### src/hw/rtl/asf_pkg.sv
`default_nettype none

package asf_pkg;

    // sequence capacity and the widths that follow from it
    localparam int MAX_VALUES = 64;
    localparam int IDX_W      = $clog2(MAX_VALUES);
    localparam int CNT_W      = $clog2(MAX_VALUES + 1);

    // run buffering: one member list bank per queued run
    localparam int NUM_BANKS  = 2;
    localparam int BANK_W     = $clog2(NUM_BANKS);
    localparam int ADDR_W     = IDX_W + BANK_W;
    localparam int RAM_DEPTH  = NUM_BANKS * MAX_VALUES;

    // field widths of the ports
    localparam int VALUE_W    = 32;
    localparam int TOL_W      = 31;
    localparam int INDEX_W    = 6;
    localparam int ACT_W      = 7;
    localparam int EQ_W       = 6;

    localparam logic [TOL_W-1:0] TOL_RESET = TOL_W'(65);

    // summary of one finished sequence, handed from front to back
    typedef struct packed {
        logic [BANK_W-1:0]  bank;
        logic [VALUE_W-1:0] minimum;
        logic [CNT_W-1:0]   count;
        logic [IDX_W-1:0]   same;
        logic               ovf;
    } t_run;

    typedef struct packed {
        logic valid;
        t_run run;
    } t_run_push;

    typedef struct packed {
        logic               en;
        logic [ADDR_W-1:0]  addr;
        logic [INDEX_W-1:0] data;
    } t_mem_wr;

    typedef struct packed {
        logic              en;
        logic [ADDR_W-1:0] addr;
    } t_mem_rd;

endpackage

`default_nettype wire

### src/hw/rtl/active_set_finder.sv
// output: a value marked last reaches its first result through the run queue,
//   ram read and output register, then one result a cycle while i_ready is high
// throughput: one value a cycle while o_ready; one member list ram read a cycle
//   while i_ready; o_ready drops only while two finished runs wait to be emitted
// reset: synchronous active low; tolerance returns to 65, sequence state clears,
//   the member list ram is not cleared (entries are written before use)
`default_nettype none

module active_set_finder (
    input  wire logic                         i_clk,
    input  wire logic                         i_rst_n,
    input  wire logic                         i_cfg_we,
    input  wire logic [asf_pkg::TOL_W-1:0]    i_cfg_wdata,
    input  wire logic                         i_valid,
    output logic                              o_ready,
    input  wire logic [asf_pkg::VALUE_W-1:0]  i_value,
    input  wire logic                         i_last,
    output logic                              o_valid,
    input  wire logic                         i_ready,
    output logic [asf_pkg::INDEX_W-1:0]       o_index,
    output logic [asf_pkg::VALUE_W-1:0]       o_minimum,
    output logic [asf_pkg::ACT_W-1:0]         o_active_count,
    output logic [asf_pkg::EQ_W-1:0]          o_equal_count,
    output logic                              o_overflow,
    output logic                              o_last_out
);

    asf_pkg::t_run_push            w_push;
    asf_pkg::t_mem_wr              w_mem_wr;
    asf_pkg::t_mem_rd              w_mem_rd;
    asf_pkg::t_run                 w_head;
    logic                          w_q_full;
    logic                          w_q_nonempty;
    logic                          w_pop;
    logic [asf_pkg::INDEX_W-1:0]   w_rd_data;

    // front: takes values, tracks anchor and minimum, appends members
    asf_front u_front (
        .i_clk       (i_clk),
        .i_rst_n     (i_rst_n),
        .i_cfg_we    (i_cfg_we),
        .i_cfg_wdata (i_cfg_wdata),
        .i_valid     (i_valid),
        .o_ready     (o_ready),
        .i_value     (i_value),
        .i_last      (i_last),
        .i_q_full    (w_q_full),
        .o_push      (w_push),
        .o_mem_wr    (w_mem_wr)
    );

    // finished runs between front and back
    asf_queue u_queue (
        .i_clk      (i_clk),
        .i_rst_n    (i_rst_n),
        .i_push     (w_push),
        .o_full     (w_q_full),
        .o_nonempty (w_q_nonempty),
        .o_head     (w_head),
        .i_pop      (w_pop)
    );

    // member lists, one bank per queued run
    asf_ram #(
        .WIDTH (asf_pkg::INDEX_W),
        .DEPTH (asf_pkg::RAM_DEPTH)
    ) u_ram (
        .i_clk   (i_clk),
        .i_we    (w_mem_wr.en),
        .i_waddr (w_mem_wr.addr),
        .i_wdata (w_mem_wr.data),
        .i_re    (w_mem_rd.en),
        .i_raddr (w_mem_rd.addr),
        .o_rdata (w_rd_data)
    );

    // back: emits one result per member
    asf_back u_back (
        .i_clk          (i_clk),
        .i_rst_n        (i_rst_n),
        .i_nonempty     (w_q_nonempty),
        .i_head         (w_head),
        .o_pop          (w_pop),
        .o_mem_rd       (w_mem_rd),
        .i_rd_data      (w_rd_data),
        .o_valid        (o_valid),
        .i_ready        (i_ready),
        .o_index        (o_index),
        .o_minimum      (o_minimum),
        .o_active_count (o_active_count),
        .o_equal_count  (o_equal_count),
        .o_overflow     (o_overflow),
        .o_last_out     (o_last_out)
    );

    a_count_range: assert property (@(posedge i_clk) disable iff (!i_rst_n)
        o_valid |-> (o_active_count != '0)
                 && (o_active_count <= asf_pkg::ACT_W'(asf_pkg::MAX_VALUES)))
        else $error("active count out of range");
    a_run_unbroken: assert property (@(posedge i_clk) disable iff (!i_rst_n)
        o_valid && i_ready && !o_last_out |=> o_valid)
        else $error("gap inside an emitted run");
    a_full_blocks: assert property (@(posedge i_clk) disable iff (!i_rst_n)
        w_q_full |-> !o_ready)
        else $error("input ready while both banks are in use");
    a_reset_quiet: assert property (@(posedge i_clk)
        !i_rst_n |=> !o_valid)
        else $error("result shown straight after reset");

endmodule

`default_nettype wire

### src/hw/rtl/asf_ram.sv
`default_nettype none

module asf_ram #(
    parameter int WIDTH = 8,
    parameter int DEPTH = 16
) (
    input  wire logic                     i_clk,
    input  wire logic                     i_we,
    input  wire logic [$clog2(DEPTH)-1:0] i_waddr,
    input  wire logic [WIDTH-1:0]         i_wdata,
    input  wire logic                     i_re,
    input  wire logic [$clog2(DEPTH)-1:0] i_raddr,
    output logic      [WIDTH-1:0]         o_rdata
);

    logic [WIDTH-1:0] r_mem [DEPTH];

    // one write port, one registered read port that holds without a read
    always_ff @(posedge i_clk) begin
        if (i_we) begin
            r_mem[i_waddr] <= i_wdata;
        end
        if (i_re) begin
            o_rdata <= r_mem[i_raddr];
        end
    end

endmodule

`default_nettype wire

### src/hw/rtl/asf_front.sv
`default_nettype none

module asf_front (
    input  wire logic                          i_clk,
    input  wire logic                          i_rst_n,
    input  wire logic                          i_cfg_we,
    input  wire logic [asf_pkg::TOL_W-1:0]     i_cfg_wdata,
    input  wire logic                          i_valid,
    output logic                               o_ready,
    input  wire logic [asf_pkg::VALUE_W-1:0]   i_value,
    input  wire logic                          i_last,
    input  wire logic                          i_q_full,
    output asf_pkg::t_run_push                 o_push,
    output asf_pkg::t_mem_wr                   o_mem_wr
);

    logic [asf_pkg::TOL_W-1:0]        r_tol;
    logic signed [asf_pkg::VALUE_W-1:0] r_anchor, n_anchor;
    logic signed [asf_pkg::VALUE_W-1:0] r_min, n_min;
    logic [asf_pkg::CNT_W-1:0]        r_count, n_count;
    logic [asf_pkg::IDX_W-1:0]        r_same, n_same;
    logic [asf_pkg::CNT_W-1:0]        r_item, n_item;
    logic                             r_ovf, n_ovf;
    logic [asf_pkg::BANK_W-1:0]       r_bank;

    logic                             accept;
    logic signed [asf_pkg::VALUE_W-1:0] val;
    logic signed [asf_pkg::VALUE_W+1:0] diff;
    logic [asf_pkg::VALUE_W:0]        mag;
    logic [asf_pkg::VALUE_W:0]        tol_ext;
    logic                             below, restart, joins, first, full;

    assign accept  = i_valid && !i_q_full;
    assign o_ready = !i_q_full;
    assign val     = $signed(i_value);

    // exact signed difference to the anchor in 34 bits, its magnitude in 33 bits
    assign diff    = {{2{val[asf_pkg::VALUE_W-1]}}, val}
                   - {{2{r_anchor[asf_pkg::VALUE_W-1]}}, r_anchor};
    assign mag     = diff[asf_pkg::VALUE_W+1] ? (asf_pkg::VALUE_W+1)'(-diff)
                                              : diff[asf_pkg::VALUE_W:0];
    assign tol_ext = {2'b00, r_tol};
    assign below   = val < r_anchor;
    assign restart = below && (mag > tol_ext);
    assign joins   = !restart && (mag < tol_ext);
    assign first   = r_item == '0;
    assign full    = r_item >= asf_pkg::CNT_W'(asf_pkg::MAX_VALUES);

    // classify the value and work out the next sequence state
    always_comb begin
        n_anchor = r_anchor;
        n_min    = r_min;
        n_count  = r_count;
        n_same   = r_same;
        n_item   = r_item;
        n_ovf    = r_ovf;
        o_mem_wr.en   = 1'b0;
        o_mem_wr.addr = {r_bank, asf_pkg::IDX_W'(0)};
        o_mem_wr.data = asf_pkg::INDEX_W'(r_item);
        if (accept) begin
            if (full) begin
                n_ovf = 1'b1;
            end else if (first) begin
                n_anchor    = val;
                n_min       = val;
                n_count     = asf_pkg::CNT_W'(1);
                n_same      = '0;
                n_item      = asf_pkg::CNT_W'(1);
                o_mem_wr.en = 1'b1;
            end else begin
                if (val < r_min) begin
                    n_min = val;
                end
                if (restart) begin
                    n_anchor    = val;
                    n_count     = asf_pkg::CNT_W'(1);
                    n_same      = '0;
                    o_mem_wr.en = 1'b1;
                end else if (joins) begin
                    n_count       = asf_pkg::CNT_W'(r_count + 1'b1);
                    o_mem_wr.en   = 1'b1;
                    o_mem_wr.addr = {r_bank, r_count[asf_pkg::IDX_W-1:0]};
                    if (mag == '0) begin
                        n_same = asf_pkg::IDX_W'(r_same + 1'b1);
                    end
                end
                n_item = asf_pkg::CNT_W'(r_item + 1'b1);
            end
        end
    end

    // hand the finished sequence to the queue on the last value
    always_comb begin
        o_push.valid       = accept && i_last;
        o_push.run.bank    = r_bank;
        o_push.run.minimum = n_min;
        o_push.run.count   = n_count;
        o_push.run.same    = n_same;
        o_push.run.ovf     = n_ovf;
    end

    // sequence state, cleared after a last value
    always_ff @(posedge i_clk) begin
        if (!i_rst_n) begin
            r_tol    <= asf_pkg::TOL_RESET;
            r_anchor <= '0;
            r_min    <= '0;
            r_count  <= '0;
            r_same   <= '0;
            r_item   <= '0;
            r_ovf    <= 1'b0;
            r_bank   <= '0;
        end else begin
            if (i_cfg_we) begin
                r_tol <= i_cfg_wdata;
            end
            if (accept && i_last) begin
                r_anchor <= '0;
                r_min    <= '0;
                r_count  <= '0;
                r_same   <= '0;
                r_item   <= '0;
                r_ovf    <= 1'b0;
                r_bank   <= (r_bank == asf_pkg::BANK_W'(asf_pkg::NUM_BANKS - 1))
                          ? '0 : asf_pkg::BANK_W'(r_bank + 1'b1);
            end else if (accept) begin
                r_anchor <= n_anchor;
                r_min    <= n_min;
                r_count  <= n_count;
                r_same   <= n_same;
                r_item   <= n_item;
                r_ovf    <= n_ovf;
            end
        end
    end

endmodule

`default_nettype wire

### src/hw/rtl/asf_queue.sv
`default_nettype none

module asf_queue (
    input  wire logic               i_clk,
    input  wire logic               i_rst_n,
    input  wire asf_pkg::t_run_push i_push,
    output logic                    o_full,
    output logic                    o_nonempty,
    output asf_pkg::t_run           o_head,
    input  wire logic               i_pop
);

    localparam int PTR_W = $clog2(asf_pkg::NUM_BANKS);
    localparam int QC_W  = $clog2(asf_pkg::NUM_BANKS + 1);

    asf_pkg::t_run     r_entry [asf_pkg::NUM_BANKS];
    logic [PTR_W-1:0]  r_wr_ptr;
    logic [PTR_W-1:0]  r_rd_ptr;
    logic [QC_W-1:0]   r_cnt;

    assign o_full     = r_cnt == QC_W'(asf_pkg::NUM_BANKS);
    assign o_nonempty = r_cnt != '0;
    assign o_head     = r_entry[r_rd_ptr];

    // run summaries wait here until the back end drains them
    always_ff @(posedge i_clk) begin
        if (i_push.valid) begin
            r_entry[r_wr_ptr] <= i_push.run;
        end
    end

    // pointers and fill level
    always_ff @(posedge i_clk) begin
        if (!i_rst_n) begin
            r_wr_ptr <= '0;
            r_rd_ptr <= '0;
            r_cnt    <= '0;
        end else begin
            if (i_push.valid) begin
                r_wr_ptr <= (r_wr_ptr == PTR_W'(asf_pkg::NUM_BANKS - 1))
                          ? '0 : PTR_W'(r_wr_ptr + 1'b1);
            end
            if (i_pop) begin
                r_rd_ptr <= (r_rd_ptr == PTR_W'(asf_pkg::NUM_BANKS - 1))
                          ? '0 : PTR_W'(r_rd_ptr + 1'b1);
            end
            if (i_push.valid && !i_pop) begin
                r_cnt <= QC_W'(r_cnt + 1'b1);
            end else if (!i_push.valid && i_pop) begin
                r_cnt <= QC_W'(r_cnt - 1'b1);
            end
        end
    end

    a_no_overfill: assert property (@(posedge i_clk) disable iff (!i_rst_n)
        o_full |-> !i_push.valid || i_pop)
        else $error("run queue pushed while full");
    a_no_underrun: assert property (@(posedge i_clk) disable iff (!i_rst_n)
        i_pop |-> o_nonempty)
        else $error("run queue popped while empty");
    a_cnt_range: assert property (@(posedge i_clk) disable iff (!i_rst_n)
        r_cnt <= QC_W'(asf_pkg::NUM_BANKS))
        else $error("run queue fill level out of range");

endmodule

`default_nettype wire

### src/hw/rtl/asf_back.sv
`default_nettype none

module asf_back (
    input  wire logic                         i_clk,
    input  wire logic                         i_rst_n,
    input  wire logic                         i_nonempty,
    input  wire asf_pkg::t_run                i_head,
    output logic                              o_pop,
    output asf_pkg::t_mem_rd                  o_mem_rd,
    input  wire logic [asf_pkg::INDEX_W-1:0]  i_rd_data,
    output logic                              o_valid,
    input  wire logic                         i_ready,
    output logic [asf_pkg::INDEX_W-1:0]       o_index,
    output logic [asf_pkg::VALUE_W-1:0]       o_minimum,
    output logic [asf_pkg::ACT_W-1:0]         o_active_count,
    output logic [asf_pkg::EQ_W-1:0]          o_equal_count,
    output logic                              o_overflow,
    output logic                              o_last_out
);

    logic [asf_pkg::CNT_W-1:0]   r_k;
    logic                        r_pend;
    logic [asf_pkg::VALUE_W-1:0] r_p_min;
    logic [asf_pkg::CNT_W-1:0]   r_p_cnt;
    logic [asf_pkg::IDX_W-1:0]   r_p_same;
    logic                        r_p_ovf;
    logic                        r_p_last;

    logic                        r_o_valid;
    logic [asf_pkg::INDEX_W-1:0] r_o_index;
    logic [asf_pkg::VALUE_W-1:0] r_o_min;
    logic [asf_pkg::CNT_W-1:0]   r_o_cnt;
    logic [asf_pkg::IDX_W-1:0]   r_o_same;
    logic                        r_o_ovf;
    logic                        r_o_last;

    logic move, issue, last_k;

    // read stage feeds the output register whenever it is free or taken
    assign move   = r_pend && (!r_o_valid || i_ready);
    assign issue  = i_nonempty && (!r_pend || move);
    assign last_k = asf_pkg::CNT_W'(r_k + 1'b1) == i_head.count;
    assign o_pop  = issue && last_k;

    assign o_mem_rd.en   = issue;
    assign o_mem_rd.addr = {i_head.bank, r_k[asf_pkg::IDX_W-1:0]};

    assign o_valid        = r_o_valid;
    assign o_index        = r_o_index;
    assign o_minimum      = r_o_min;
    assign o_active_count = asf_pkg::ACT_W'(r_o_cnt);
    assign o_equal_count  = asf_pkg::EQ_W'(r_o_same);
    assign o_overflow     = r_o_ovf;
    assign o_last_out     = r_o_last;

    // walk the member list and register each result
    always_ff @(posedge i_clk) begin
        if (!i_rst_n) begin
            r_k       <= '0;
            r_pend    <= 1'b0;
            r_o_valid <= 1'b0;
        end else begin
            if (issue) begin
                r_k <= last_k ? '0 : asf_pkg::CNT_W'(r_k + 1'b1);
            end
            if (issue) begin
                r_pend <= 1'b1;
            end else if (move) begin
                r_pend <= 1'b0;
            end
            if (move) begin
                r_o_valid <= 1'b1;
            end else if (i_ready) begin
                r_o_valid <= 1'b0;
            end
        end
    end

    // run fields travel with each read
    always_ff @(posedge i_clk) begin
        if (issue) begin
            r_p_min  <= i_head.minimum;
            r_p_cnt  <= i_head.count;
            r_p_same <= i_head.same;
            r_p_ovf  <= i_head.ovf;
            r_p_last <= last_k;
        end
        if (move) begin
            r_o_index <= i_rd_data;
            r_o_min   <= r_p_min;
            r_o_cnt   <= r_p_cnt;
            r_o_same  <= r_p_same;
            r_o_ovf   <= r_p_ovf;
            r_o_last  <= r_p_last;
        end
    end

endmodule

`default_nettype wire
### config.mk
export PLATFORM = sky130hd
export DESIGN_NAME = active_set_finder
export DESIGN_NICKNAME = d
export VERILOG_FILES = /design/src/hw/rtl/asf_pkg.sv /design/src/hw/rtl/active_set_finder.sv /design/src/hw/rtl/asf_ram.sv /design/src/hw/rtl/asf_front.sv /design/src/hw/rtl/asf_queue.sv /design/src/hw/rtl/asf_back.sv
export SDC_FILE = /design/constraint.sdc
export NUM_CORES = 2
export LEC_CHECK = 0
export ABC_AREA = 1
export BUFFER_PORTS_ARGS = -buffer_cell sky130_fd_sc_hd__buf_2
export CAP_MARGIN = 30
export CORE_MARGIN = 2
export CORE_UTILIZATION = 60
export CTS_CLUSTER_DIAMETER = 150
export DETAILED_ROUTE_END_ITERATION = 10
export PLACE_DENSITY = 0.87
export SLEW_MARGIN = 30
export SYNTH_ARGS = -nofsm -noshare
export SYNTH_HDL_FRONTEND = slang
export SYNTH_HIERARCHICAL = 1
export SYNTH_SLANG_ARGS = --single-unit
### constraint.sdc
create_clock -name i_clk -period 9.25 [get_ports i_clk]
set_clock_uncertainty 0.05 [all_clocks]
set_input_delay 1.85 -clock i_clk [delete_from_list [all_inputs] [get_ports i_clk]]
set_output_delay 1.85 -clock i_clk [all_outputs]
set_load 0.01 [all_outputs]
==> impl_metrics.tcl <==
set metrics [dict create \
    p_comb_share_pct 18.4 \
    io_buffers 123 \
    cp_slowest_stage_delay_ns 0.62 \
    grt_pass1_vias 35700 \
    grt_max_degree 267 \
    arrival_ns 8.27 \
    cp.required_ns 9.50 \
    yosysUniqueCellTypes 55 \
    drive_gt1_share_pct 8.91 \
    holdCritPathClass "reg2reg" \
    p_leak_uw 0.0214 \
    drtPass1Iterations 9 \
    start_kind "input port" \
    rsz0062_at_grt "false" \
    final-setup-viol-count 0 \
    tightest_slew_ns 0.986 \
    synth_area_leaders "edfxtp_1 58%, nand2_1 11%, nand3_1 8.2%" \
    p_clk_share_pct 34.6 \
    synth_seq_cells 1099 \
    r2r_cells 34 \
    row_count 105 \
    clkLatencyLatePin_ns 0.68 \
    min_to "u_back/o_equal_count[0]$_DFFE_PP_" \
    gp_congestion 0.954 \
    switchingPower_uw 3460 \
    outcome "finished clean" \
    yosys-top-cells-count "1490 x nand2_1, 968 x edfxtp_1, 815 x nand3_1" \
    wirelength_mm 126 \
    multiInputGateArea_mm2 0.0153 \
    ff_latch_area_mm2 0.0317 \
    via_per_inst 6.06 \
    whs_path_depth 0 \
    drt_iter0_markers 5165 \
    vias 37000 \
    cts_buffers 101 \
    yosys.area.top_type_share_pct 58.1 \
    io-pin-count 124 \
    min_period_ns 8.02 \
    p_seq_share_pct 47.0 \
    drv_cap 0 \
    ant_nets 0 \
    hpwl_mm 75.8 \
    syn_inst 4929 \
    synth_edf_count 968 \
    die_h_um 293 \
    grt_usage_pct 28.9 \
    r2r-start "u_front/r_anchor[0]$_SDFFE_PP0P_" \
    place_ws_ns 0.846 \
    hold_viol 0 \
    wire_per_inst_um 20.6 \
    cts_resized 0 \
    grt_first_pass_wirelength_mm 193 \
    maxSlewHeadroom_pct 34.2 \
    clock_path_buffers 3 \
    crit_path_frequent_cell "nand2_1" \
    holdBufCountCts 0 \
    r2r-end "u_ram/r_mem[74][5]$_DFFE_PP_" \
    post-cts-setup-buffer-count 0 \
    rrSetupSlack_ns 2.30 \
    die_w_um 293 \
    fp.coreArea_mm2 0.0824 \
    area_growth_pct 8.34 \
    worst-setup-path-type "in2reg" \
    hold_start "u_back/r_p_same[0]$_DFFE_PP_" \
    h-tree-depth 3 \
    critical-path-slowest-cell "nor2_1" \
    yosysTopAreaCell "edfxtp_1" \
    powerDensity_mw_per_mm2 220 \
    internal-power_uw 8450 \
    nets 5131 \
    cp_max_fo 49 \
    netlist_area_mm2 0.0500 \
    end_kind "flip-flop" \
    p_sw_share_pct 29.0 \
    die_area_mm2 0.0857 \
    synth.avg_cell_area_um2 10.1 \
    floorplan.initialDensity_pct 60.7 \
    finalCritPeriodShare_pct 86.7 \
    clock_sinks 1099 \
    yosysMostFrequentCell "nand2_1" \
    drcViolationCount 0 \
    finalMaxSlewViolations 0 \
    synth_nets 5101 \
    timing.fmax_mhz 125 \
    tritoncts "built" \
    setup_tns_ns 0 \
    root_buffer "clkbuf_16" \
    utilization_pct 65.8 \
    ir_drop_mv 0.232 \
    setup_ws_ns 1.23 \
    yosysSeqAreaShare_pct 63.4 \
    nFillCells 5621 \
    synth-main-ff-cell "edfxtp_1" \
    async_flop_share_pct 0 \
    path_clk_slew_ns 0.06 \
    antenna_found_initial 3 \
    overflow 0 \
    ys_warn_count 6 \
]
## through the flow
stage	hold WS, ns	cells	total power (uW)	area, um^2
floorplan	0.350	4929	7280	50000
global placement	0.351	5925	7710	50900
detailed placement	0.355	5925	7790	50900
CTS	0.345	6109	11900	54100
global route	0.348	6110	12300	54200
finish	0.341	6112	11900	54200
## final cells by class
cell class                 instances  area share [%]
antenna                            2         0.00924
sequential                      1099            58.5
tap                             1070            2.47
clock buffer                     129            4.97
timing repair buffer             161            1.75
inverter                         406            2.86
multi-input combinational       3190            28.3
clock inverter                    55            1.07
## cell usage in the layout (no fill, tap or decap), drive strengths merged, types with 4 or more instances in the layout
cell type,n
and2,4
o21ai,125
inv,408
buf,161
clkinv,39
bufinv,9
clkbuf,129
nand4,37
a211oi,4
nand3,828
dfxtp,131
nand3b,10
clkinvlp,5
ha,102
nand2,1512
edfxtp,968
mux2,47
a21oi,124
nor3,34
xor2,9
nor2,332
## kinds of logic (layout without fill, tap and decap cells)
| kind of cell | after synthesis | count (layout) | synth area share, % |
|---|---|---|---|
| simple gates | 2761 | 2761 | 23.6 |
| flops | 1099 | 1099 | 63.4 |
| buf+inv | 640 | 751 | 6.00 |
| compound gates | 267 | 267 | 2.90 |
| fa+ha+maj | 103 | 103 | 2.59 |
| mux | 48 | 48 | 1.30 |
| xor+xnor | 11 | 11 | 0.208 |
| other cells | 0 | 2 | 0 |
## critical path, delay by kind of cell
family / cells / cell delay [ns]
adder cells (fa/ha/maj): 3 / 0.93
AO/OA/AOI/OAI: 2 / 0.40
buffers and inverters: 5 / 0.45
AND/OR/NAND/NOR: 26 / 4.58
## power groups by stage
| stage | logic (uW) | clock network [uW] | registers [uW] |
|---|---|---|---|
| floorplan | 1630 | 0 | 5640 |
| global placement | 2020 | 0 | 5690 |
| detailed placement | 2090 | 0 | 5690 |
| CTS | 2130 | 4150 | 5590 |
| global route | 2410 | 4320 | 5600 |
| finish | 2190 | 4120 | 5600 |
## flip-flops by register name, indices dropped and copies added, names as in the netlist, 2 cells and up, named ones only
name                   count
u_ram/r_mem              768
u_queue/r_entry           94
u_back/o_minimum          32
u_back/r_p_min            32
u_front/r_anchor          32
u_front/r_min             32
u_front/r_tol             31
u_back/o_active_count      7
u_back/r_k                 7
u_back/r_p_cnt             7
u_front/r_count            7
u_front/r_item             7
u_back/o_equal_count       6
u_back/o_index             6
u_back/r_p_same            6
u_front/r_same             6
u_ram/o_rdata              6
u_queue/r_cnt              2
## routing by layer
layer	GRT usage [%]	part of all wire, %
met2	49.3	49
met3	5.10	11
met5	0	0.010
met1	35.6	35
met4	14.3	5.4
## worst max path at each step
| stage | from | end | slack (ns) | depth (start not counted) |
|---|---|---|---|---|
| floorplan | i_value[0] | u_ram/r_mem[111][0]$_DFFE_PP_ | 2.24 | 39 |
| detailed placement | i_value[0] | u_ram/r_mem[69][4]$_DFFE_PP_ | 0.85 | 41 |
| CTS | i_value[0] | u_ram/r_mem[69][4]$_DFFE_PP_ | 1.48 | 41 |
| global placement | i_value[0] | u_ram/r_mem[21][0]$_DFFE_PP_ | 1.16 | 41 |
| finish | i_value[0] | u_ram/r_mem[74][5]$_DFFE_PP_ | 1.23 | 36 |
| global route | i_value[0] | u_ram/r_mem[13][1]$_DFFE_PP_ | 0.73 | 41 |
No activity file was read; power rests on OpenSTA's default activity.
